[config.mk]
export PLATFORM = sky130hd
export DESIGN_NAME = postfix_stack_evaluator
export DESIGN_NICKNAME = d
export VERILOG_FILES = /design/src/design/pse_pkg.sv /design/src/design/postfix_stack_evaluator.sv /design/src/design/pse_ram.sv /design/src/design/pse_front.sv /design/src/design/pse_div.sv /design/src/design/pse_back.sv
export SDC_FILE = /design/constraint.sdc
export NUM_CORES = 2
export LEC_CHECK = 0
export BUFFER_PORTS_ARGS = -buffer_cell sky130_fd_sc_hd__buf_4
export CELL_PAD_IN_SITES_DETAIL_PLACEMENT = 2
export CELL_PAD_IN_SITES_GLOBAL_PLACEMENT = 2
export CORE_MARGIN = 2
export CORE_UTILIZATION = 30
export DETAILED_ROUTE_END_ITERATION = 12
export PLACE_DENSITY = 0.67
export SLEW_MARGIN = 25
export SYNTH_ARGS = -nofsm -noshare
export SYNTH_HDL_FRONTEND = slang
export SYNTH_SLANG_ARGS = --single-unit
[constraint.sdc]
create_clock -name clk -period 8.9 [get_ports clk]
set_input_delay 0.445 -clock clk [delete_from_list [all_inputs] [get_ports clk]]
set_output_delay 0.445 -clock clk [all_outputs]
set_load 0.1 [all_outputs]
[src/design/pse_pkg.sv]
// shared types and constants for the postfix stack evaluator
// no dependencies
package pse_pkg;

	localparam int STACK_DEPTH = 16;
	localparam int VALUE_WIDTH = 32;
	localparam int TOK_W       = 8;
	localparam int ANSWER_W    = 32;
	localparam int LEFT_W      = 5;
	localparam int STATUS_W    = 2;
	localparam int FIFO_DEPTH  = 2;

	localparam logic [STATUS_W-1:0] ST_OK    = 2'd0;
	localparam logic [STATUS_W-1:0] ST_UNDER = 2'd1;
	localparam logic [STATUS_W-1:0] ST_OVER  = 2'd2;
	localparam logic [STATUS_W-1:0] ST_DIVZ  = 2'd3;

	localparam logic [TOK_W-1:0] CH_ADD = 8'h2B;
	localparam logic [TOK_W-1:0] CH_SUB = 8'h2D;
	localparam logic [TOK_W-1:0] CH_MUL = 8'h2A;
	localparam logic [TOK_W-1:0] CH_DIV = 8'h2F;
	localparam logic [TOK_W-1:0] CH_XOR = 8'h5E;
	localparam logic [TOK_W-1:0] CH_REM = 8'h25;
	localparam logic [TOK_W-1:0] CH_AND = 8'h26;
	localparam logic [TOK_W-1:0] CH_0   = 8'h30;
	localparam logic [TOK_W-1:0] CH_9   = 8'h39;

	typedef enum logic [2:0] {
		OP_PUSH, OP_ADD, OP_SUB, OP_MUL, OP_DIV, OP_REM, OP_XOR, OP_AND
	} op_t;

	// decoded command passed from front to back; other characters set the pass flag
	typedef struct packed {
		op_t        op;
		logic       pass;
		logic [3:0] digit;
		logic       last;
	} cmd_t;

	localparam int CMD_W = $bits(cmd_t);

endpackage

[src/design/postfix_stack_evaluator.sv]
// top level of the postfix stack evaluator
// depends on pse_pkg, pse_front, pse_back
//
// channel   direction  handshake       fields
// token     in         push / full     token_char, last_token
// result    out        pop / empty     answer, stack_left, status
//
// a digit goes from S_IDLE to S_WRITE; an operator passes S_RD2, S_RD1, S_CAP1, S_EXEC
// multiply adds S_MUL; divide and remainder wait in S_DIV for the serial divider
// a last token adds S_LRD and S_LWAIT to read the top of stack and load the result register
// a two-entry command queue lets tokens be taken while the back end works
// reset clears counts and status; stack contents are undefined until pushed
module postfix_stack_evaluator #(
	parameter int STACK_DEPTH = pse_pkg::STACK_DEPTH,
	parameter int VALUE_WIDTH = pse_pkg::VALUE_WIDTH
) (
	input  logic                          clk,
	input  logic                          arst_n,
	input  logic                          push,
	output logic                          full,
	input  logic [pse_pkg::TOK_W-1:0]     token_char,
	input  logic                          last_token,
	output logic                          empty,
	input  logic                          pop,
	output logic [pse_pkg::ANSWER_W-1:0]  answer,
	output logic [pse_pkg::LEFT_W-1:0]    stack_left,
	output logic [pse_pkg::STATUS_W-1:0]  status
);
	logic          cmd_valid, cmd_take;
	pse_pkg::cmd_t cmd;

	pse_front u_front (
		.clk(clk), .arst_n(arst_n), .push(push), .full(full),
		.token_char(token_char), .last_token(last_token),
		.cmd_valid(cmd_valid), .cmd(cmd), .cmd_take(cmd_take)
	);

	pse_back #(.STACK_DEPTH(STACK_DEPTH), .VALUE_WIDTH(VALUE_WIDTH)) u_back (
		.clk(clk), .arst_n(arst_n), .cmd_valid(cmd_valid), .cmd(cmd),
		.cmd_take(cmd_take), .empty(empty), .pop(pop), .answer(answer),
		.stack_left(stack_left), .status(status)
	);

	// back end only takes a command that the queue holds
	a_take_valid: assert property (@(posedge clk) disable iff (!arst_n)
		cmd_take |-> cmd_valid) else $error("command taken from empty queue");

	// result never reports more values than the stack holds
	a_left_range: assert property (@(posedge clk) disable iff (!arst_n)
		!empty |-> stack_left <= pse_pkg::LEFT_W'(STACK_DEPTH))
		else $error("stack_left out of range");

	// an empty stack at the end cannot report ok
	a_empty_status: assert property (@(posedge clk) disable iff (!arst_n)
		(!empty && stack_left == '0) |-> status != pse_pkg::ST_OK)
		else $error("empty stack reported ok");
endmodule

[src/design/pse_ram.sv]
// generic simple dual-port ram with registered read
// no dependencies
module pse_ram #(
	parameter int WIDTH = 32,
	parameter int DEPTH = 16
) (
	input  logic                     clk,
	input  logic                     we,
	input  logic [$clog2(DEPTH)-1:0] waddr,
	input  logic [WIDTH-1:0]         wdata,
	input  logic [$clog2(DEPTH)-1:0] raddr,
	output logic [WIDTH-1:0]         rdata
);
	logic [WIDTH-1:0] mem_q [DEPTH];

	always_ff @(posedge clk) begin
		if (we) begin
			mem_q[waddr] <= wdata;
		end
		rdata <= mem_q[raddr];
	end
endmodule

[src/design/pse_front.sv]
// front end: token decode into a small command queue
// depends on pse_pkg
module pse_front (
	input  logic                    clk,
	input  logic                    arst_n,
	input  logic                    push,
	output logic                    full,
	input  logic [pse_pkg::TOK_W-1:0] token_char,
	input  logic                    last_token,
	output logic                    cmd_valid,
	output pse_pkg::cmd_t           cmd,
	input  logic                    cmd_take
);
	localparam int AW = $clog2(pse_pkg::FIFO_DEPTH);

	pse_pkg::cmd_t     buf_q [pse_pkg::FIFO_DEPTH];
	logic [AW-1:0]     wp_q, rp_q;
	logic [AW:0]       cnt_q;
	pse_pkg::cmd_t     dec;
	logic              wr, rd;

	always_comb begin
		dec.last  = last_token;
		dec.digit = token_char[3:0];
		dec.pass  = 1'b0;
		dec.op    = pse_pkg::OP_PUSH;
		if (token_char >= pse_pkg::CH_0 && token_char <= pse_pkg::CH_9) begin
			dec.digit = 4'(token_char - pse_pkg::CH_0);
		end else begin
			unique case (token_char)
				pse_pkg::CH_ADD: dec.op = pse_pkg::OP_ADD;
				pse_pkg::CH_SUB: dec.op = pse_pkg::OP_SUB;
				pse_pkg::CH_MUL: dec.op = pse_pkg::OP_MUL;
				pse_pkg::CH_DIV: dec.op = pse_pkg::OP_DIV;
				pse_pkg::CH_REM: dec.op = pse_pkg::OP_REM;
				pse_pkg::CH_XOR: dec.op = pse_pkg::OP_XOR;
				pse_pkg::CH_AND: dec.op = pse_pkg::OP_AND;
				default: begin
					dec.op   = pse_pkg::OP_ADD;
					dec.pass = 1'b1;
				end
			endcase
		end
	end

	assign full      = (cnt_q == (AW+1)'(pse_pkg::FIFO_DEPTH));
	assign cmd_valid = (cnt_q != '0);
	assign cmd       = buf_q[rp_q];
	assign wr        = push && !full;
	assign rd        = cmd_take && cmd_valid;

	always_ff @(posedge clk or negedge arst_n) begin
		if (!arst_n) begin
			wp_q  <= '0;
			rp_q  <= '0;
			cnt_q <= '0;
		end else begin
			if (wr) wp_q <= wp_q + 1'b1;
			if (rd) rp_q <= rp_q + 1'b1;
			cnt_q <= cnt_q + (AW+1)'(wr) - (AW+1)'(rd);
		end
	end

	always_ff @(posedge clk) begin
		if (wr) buf_q[wp_q] <= dec;
	end
endmodule

[src/design/pse_div.sv]
// serial signed divider, one quotient bit per cycle
// depends on nothing beyond its parameter
module pse_div #(
	parameter int W = 32
) (
	input  logic         clk,
	input  logic         arst_n,
	input  logic         start,
	input  logic [W-1:0] dividend,
	input  logic [W-1:0] divisor,
	output logic         done,
	output logic [W-1:0] quot,
	output logic [W-1:0] rem
);
	localparam int CW = $clog2(W + 1);

	logic [W-1:0]  q_q, d_q;
	logic [W:0]    r_q;
	logic [CW-1:0] n_q;
	logic          busy_q, nq_q, nr_q;
	logic [W:0]    sh, df;

	assign sh = {r_q[W-1:0], q_q[W-1]};
	assign df = sh - {1'b0, d_q};

	always_ff @(posedge clk or negedge arst_n) begin
		if (!arst_n) begin
			busy_q <= 1'b0;
			done   <= 1'b0;
			n_q    <= '0;
		end else begin
			done <= 1'b0;
			if (start) begin
				busy_q <= 1'b1;
				n_q    <= CW'(W);
			end else if (busy_q) begin
				n_q <= n_q - 1'b1;
				if (n_q == CW'(1)) begin
					busy_q <= 1'b0;
					done   <= 1'b1;
				end
			end
		end
	end

	always_ff @(posedge clk) begin
		if (start) begin
			q_q  <= dividend[W-1] ? -dividend : dividend;
			d_q  <= divisor[W-1] ? -divisor : divisor;
			r_q  <= '0;
			nq_q <= dividend[W-1] ^ divisor[W-1];
			nr_q <= dividend[W-1];
		end else if (busy_q) begin
			if (!df[W]) begin
				r_q <= df;
				q_q <= {q_q[W-2:0], 1'b1};
			end else begin
				r_q <= sh;
				q_q <= {q_q[W-2:0], 1'b0};
			end
		end
	end

	assign quot = nq_q ? -q_q : q_q;
	assign rem  = nr_q ? -r_q[W-1:0] : r_q[W-1:0];
endmodule

[src/design/pse_back.sv]
// back end: stack sequencer, alu, divider and result register
// depends on pse_pkg, pse_ram, pse_div
module pse_back #(
	parameter int STACK_DEPTH = pse_pkg::STACK_DEPTH,
	parameter int VALUE_WIDTH = pse_pkg::VALUE_WIDTH
) (
	input  logic                          clk,
	input  logic                          arst_n,
	input  logic                          cmd_valid,
	input  pse_pkg::cmd_t                 cmd,
	output logic                          cmd_take,
	output logic                          empty,
	input  logic                          pop,
	output logic [pse_pkg::ANSWER_W-1:0]  answer,
	output logic [pse_pkg::LEFT_W-1:0]    stack_left,
	output logic [pse_pkg::STATUS_W-1:0]  status
);
	localparam int AW = $clog2(STACK_DEPTH);
	localparam int CW = $clog2(STACK_DEPTH + 1);
	localparam int W  = VALUE_WIDTH;

	typedef enum logic [3:0] {
		S_IDLE, S_RD2, S_RD1, S_CAP1, S_EXEC, S_MUL, S_DIV, S_WRITE, S_LRD, S_LWAIT, S_OUT
	} state_t;

	state_t                     state_q;
	pse_pkg::cmd_t              cmd_q;
	logic [CW-1:0]              cnt_q;
	logic [pse_pkg::STATUS_W-1:0] err_q;
	logic [W-1:0]               a_q, b_q, res_q;
	logic                       av_q, bv_q;
	logic                       ram_we;
	logic [AW-1:0]              ram_wa, ram_ra;
	logic [W-1:0]               ram_rd;
	logic                       dstart, ddone;
	logic [W-1:0]               quot, remd;
	logic                       out_full_q;

	assign ram_we = (state_q == S_WRITE) && (cnt_q < CW'(STACK_DEPTH));
	assign ram_wa = cnt_q[AW-1:0];
	assign ram_ra = AW'(cnt_q - 1'b1);

	pse_ram #(.WIDTH(W), .DEPTH(STACK_DEPTH)) u_ram (
		.clk(clk), .we(ram_we), .waddr(ram_wa), .wdata(res_q),
		.raddr(ram_ra), .rdata(ram_rd)
	);

	assign dstart = (state_q == S_EXEC) && (b_q != '0) &&
		(cmd_q.op == pse_pkg::OP_DIV || cmd_q.op == pse_pkg::OP_REM) && !cmd_q.pass;

	pse_div #(.W(W)) u_div (
		.clk(clk), .arst_n(arst_n), .start(dstart), .dividend(a_q), .divisor(b_q),
		.done(ddone), .quot(quot), .rem(remd)
	);

	assign cmd_take = (state_q == S_IDLE) && cmd_valid;
	assign empty    = !out_full_q;

	always_ff @(posedge clk or negedge arst_n) begin
		if (!arst_n) begin
			state_q    <= S_IDLE;
			cnt_q      <= '0;
			err_q      <= pse_pkg::ST_OK;
			out_full_q <= 1'b0;
		end else begin
			// the result slot is refilled in S_LWAIT, which handles a pop there itself
			if (pop && out_full_q && state_q != S_LWAIT) out_full_q <= 1'b0;
			unique case (state_q)
				S_IDLE: if (cmd_valid) begin
					cmd_q <= cmd;
					if (cmd.op == pse_pkg::OP_PUSH) begin
						res_q   <= W'(cmd.digit);
						state_q <= S_WRITE;
					end else begin
						state_q <= S_RD2;
					end
				end
				// pop top operand
				S_RD2: begin
					bv_q <= (cnt_q != '0);
					if (cnt_q == '0) begin
						if (err_q == pse_pkg::ST_OK) err_q <= pse_pkg::ST_UNDER;
					end else begin
						cnt_q <= cnt_q - 1'b1;
					end
					state_q <= S_RD1;
				end
				S_RD1: begin
					b_q  <= bv_q ? ram_rd : '0;
					av_q <= (cnt_q != '0);
					if (cnt_q == '0) begin
						if (err_q == pse_pkg::ST_OK) err_q <= pse_pkg::ST_UNDER;
					end else begin
						cnt_q <= cnt_q - 1'b1;
					end
					state_q <= S_CAP1;
				end
				S_CAP1: begin
					a_q     <= av_q ? ram_rd : '0;
					state_q <= S_EXEC;
				end
				S_EXEC: begin
					state_q <= S_WRITE;
					if (cmd_q.pass) begin
						res_q <= a_q;
					end else begin
						unique case (cmd_q.op)
							pse_pkg::OP_ADD: res_q <= a_q + b_q;
							pse_pkg::OP_SUB: res_q <= a_q - b_q;
							pse_pkg::OP_XOR: res_q <= a_q ^ b_q;
							pse_pkg::OP_AND: res_q <= a_q & b_q;
							pse_pkg::OP_MUL: state_q <= S_MUL;
							pse_pkg::OP_DIV, pse_pkg::OP_REM: begin
								if (b_q == '0) begin
									res_q <= '0;
									if (err_q == pse_pkg::ST_OK) err_q <= pse_pkg::ST_DIVZ;
								end else begin
									state_q <= S_DIV;
								end
							end
							default: res_q <= a_q;
						endcase
					end
				end
				S_MUL: begin
					res_q   <= W'(a_q * b_q);
					state_q <= S_WRITE;
				end
				S_DIV: if (ddone) begin
					res_q   <= (cmd_q.op == pse_pkg::OP_DIV) ? quot : remd;
					state_q <= S_WRITE;
				end
				S_WRITE: begin
					if (cnt_q < CW'(STACK_DEPTH)) begin
						cnt_q <= cnt_q + 1'b1;
					end else if (err_q == pse_pkg::ST_OK) begin
						err_q <= pse_pkg::ST_OVER;
					end
					state_q <= cmd_q.last ? S_LRD : S_IDLE;
				end
				S_LRD: state_q <= S_LWAIT;
				// wait for result slot, then emit and clear
				S_LWAIT: if (!out_full_q || pop) begin
					answer     <= (cnt_q == '0) ? '0 : pse_pkg::ANSWER_W'(ram_rd);
					stack_left <= pse_pkg::LEFT_W'(cnt_q);
					status     <= (cnt_q == '0 && err_q == pse_pkg::ST_OK) ?
						pse_pkg::ST_UNDER : err_q;
					out_full_q <= 1'b1;
					cnt_q      <= '0;
					err_q      <= pse_pkg::ST_OK;
					state_q    <= S_IDLE;
				end
				default: state_q <= S_IDLE;
			endcase
		end
	end
endmodule

==> run_results.csv <==
group,metric,value,unit
cells_and_area,finalNetCount,5225,
sta,setup_viol,0,
sta,finalClockSkew,0.0445,ns
global_route,grt_usage,21.4,%
floorplan,die_h,431,microns
routing,ant_nets,0,
global_route,grt_pass1_wl,292,mm
synthesis,synth_edf_count,738,
synthesis,synth_ff_type,"edfxtp_1",
cells_and_area,multiInputGateArea,0.0282,sq mm
setup_path,start_kind,"flip-flop",
routing,viasPerCell,5.23,
floorplan,rows,156,
cells_and_area,seqCellArea,0.0240,sq mm
routing,drc,0,
cts,htreeDepth,3,
setup_path,cp.arrival,8.70,ns
global_route,grt_antenna_before_repair,19,
sta,min_period,8.31,ns
setup_path,critPathKind,"flip-flop to flip-flop",
synthesis,async_reset_ff_share,2.91,%
cells_and_area,syn_to_final_growth,12.5,%
sta,relSlewSlack,21.9,%
synthesis,synthCells,4531,
sta,fmax,0.120,GHz
placed_design,routabilityCongestion,0.884,
synthesis,synth_cell_type_count,77,
cts,cts_resized,0,
hold_path,hold_class,"primary input to flip-flop",
cts,clk_pin_slew,0.07,ns
cts,tritoncts,"built",
cells_and_area,final_common_cell,"edfxtp_1",
routing,wl,198,mm
cts,clk_latency,0.73,ns
cts,hold_buffers,6,
sta,hold_viol,0,
setup_path,cp_max_fo,17,
setup_path,cp_data_required_time,9.29,ns
synthesis,ys_seq_area_share,43.9,%
sta,rsz0062_at_grt,"false",
floorplan,die-width,431,microns
cts,numCtsBuffers,95,
synthesis,avgSynthCellArea,12.1,sq um
cts,cts-root-buf,"clkbuf_16",
placed_design,place.port_buffers,53,
floorplan,die-area,0.186,sq mm
cells_and_area,drive_gt1_share,12.2,%
synthesis,syn_nets,5184,
status,status,"finished clean",
cells_and_area,fill_cells,19000,
cells_and_area,layout_common_cells,"edfxtp_1, inv_1, nand2_1, fa_1, and2_1",
cts,clock-sinks,826,
sta,worst_pin_slew,1.16,ns
routing,vias,36800,
routing,dr.pass1.iters,5,
cts,post-cts-setup-buffers,0,
floorplan,initial_core_util,30.2,%
sta,setup_tns,0,ns
global_route,grt_pass1_vias,40900,
sta,finalCritPeriodShare,93.4,%
synthesis,synth_seq_cells,826,
setup_path,cp-end-kind,"flip-flop",
floorplan,design.core.area,0.181,sq mm
routing,wl_per_cell,28.2,microns
flow_run,drv_cap,0,
cells_and_area,stdcell_area,0.0616,sq mm
placed_design,hpwl,143,mm
global_route,grt_max_degree,79,
sta,drv_slew,0,
synthesis,synth-warning-count,0,
placed_design,placed_area,0.0584,sq mm
global_route,overflow,0,
routing,drt_iter0_markers,2469,
synthesis,syn-cell-area,0.0548,sq mm
cts,cts_buffer_depth,3,
floorplan,io_pins,54,
state kept, by name, indices dropped and copies added (netlist names), 4 cells and up:
name and count:
u_back.u_div.q_q 32, u_back.cmd_q 5, u_back.state_q 4, u_back.stack_left 5
u_back.a_q 32, u_back.b_q 32, u_back.u_ram.mem_q 512, u_back.answer 32
u_back.u_div.d_q 32, u_back.res_q 32, u_back.u_ram.rdata 32, u_front.buf_q 18
u_back.u_div.n_q 6, u_back.u_div.r_q 32, u_back.cnt_q 5
cell type report:
class	instances	area share (%)
tap	2370	4.81
clock inverter	45	0.802
antenna	8	0.0325
clock buffer	134	4.31
inverter	453	2.76
multi-input combinational	2994	45.8
timing repair buffer	202	2.51
sequential	826	39.0
per-layer routing:
layer | up-vias | GRT usage, % | wire (microns)
li1 | 15800 | - | -
met1 | 19800 | 27.6 | 83300
met2 | 869 | 37.2 | 98600
met3 | 272 | 2.62 | 8710
met4 | 2 | 7.07 | 7450
met5 | - | 0 | 13
kinds of logic after synthesis:
group                    count (synthesis)  share of synthesized area (%)
AO/OA/AOI/OAI                          627                           7.26
buffers and inverters                  711                           4.89
XOR/XNOR                               294                           4.70
AND/OR/NAND/NOR                       1210                           11.3
flip-flops                             826                           43.9
multiplexers                           223                           7.76
adder cells (fa/ha/maj)                640                           20.2
cells in the mapped netlist (15+ instances only):
master	number	share of area (%)
dfrtp_1	24	1.1
xnor2_1	171	2.7
a211oi_1	44	0.60
o211ai_1	31	0.42
nor2_1	146	1.0
clkbuf_1	237	1.6
buf_1	19	0.13
and3_1	15	0.17
nor2b_1	19	0.22
dfxtp_1	64	2.3
or4_1	17	0.23
a21oi_1	149	1.4
nor4_1	15	0.17
o21ai_0	184	1.7
fa_1	410	15
o21a_1	15	0.21
xor2_1	123	2.0
or3_1	21	0.24
nand2_1	416	2.8
mux2i_1	48	0.88
and2_1	417	4.8
mux4_2	160	6.6
o31ai_1	38	0.52
nand2b_1	23	0.26
o221ai_1	26	0.42
edfxtp_1	738	40
mux2_2	15	0.31
o41ai_1	20	0.32
inv_1	453	3.1
a31oi_1	17	0.19
nor3_1	39	0.36
nand3_1	33	0.30
a21o_1	30	0.41
ha_1	230	5.3
stage by stage:
step | hold slack [ns] | cells | utilization (%) | setup WS [ns]
CTS | 0.0165 | 7024 | 34.0 | 0.682
global placement | 0.394 | 6839 | 32.2 | 0.805
global route | 0.0738 | 7025 | 34.0 | 0.321
floorplan | 0.149 | 4531 | - | 1.49
detailed placement | 0.397 | 6839 | 32.2 | 0.743
finish | 0.0671 | 7032 | 34.0 | 0.590
path summary, 6_finish.rpt:
kind                                   start                 to  depth (start not counted)  slack, ns
max                            u_back.b_q[2]   u_back.res_q[24]                         22       0.59
min                                     push       u_front.wp_q                          3       0.07
max reg2reg                    u_back.b_q[2]   u_back.res_q[24]                         22       0.59
min reg2reg                u_back.u_div.done  u_back.state_q[2]                          1       0.48
max in group asynchronous             arst_n    u_back.cnt_q[0]                          2       8.39
min in group asynchronous             arst_n   u_front.cnt_q[1]                          2       0.19
worst max-delay path, stage by stage (launching register included):
cell and delay, ns:
edfxtp_1 0.65, buf_4 0.29, and2_1 0.17, fa_1 0.54, inv_1 0.05, fa_1 0.50
fa_1 0.49, fa_1 0.56, inv_1 0.04, ha_1 0.27, ha_1 0.29, fa_1 0.50
fa_1 0.44, ha_1 0.36, a21oi_1 0.36, o21ai_0 0.27, a221oi_1 0.41, nor2b_1 0.09
a311o_1 0.41, a31oi_1 0.23, xnor2_1 0.19, a221oi_1 0.48, o21ai_0 0.35
Power is not shown: default switching activity piles up to over one toggle a cycle in this logic, so the estimate is an artifact.
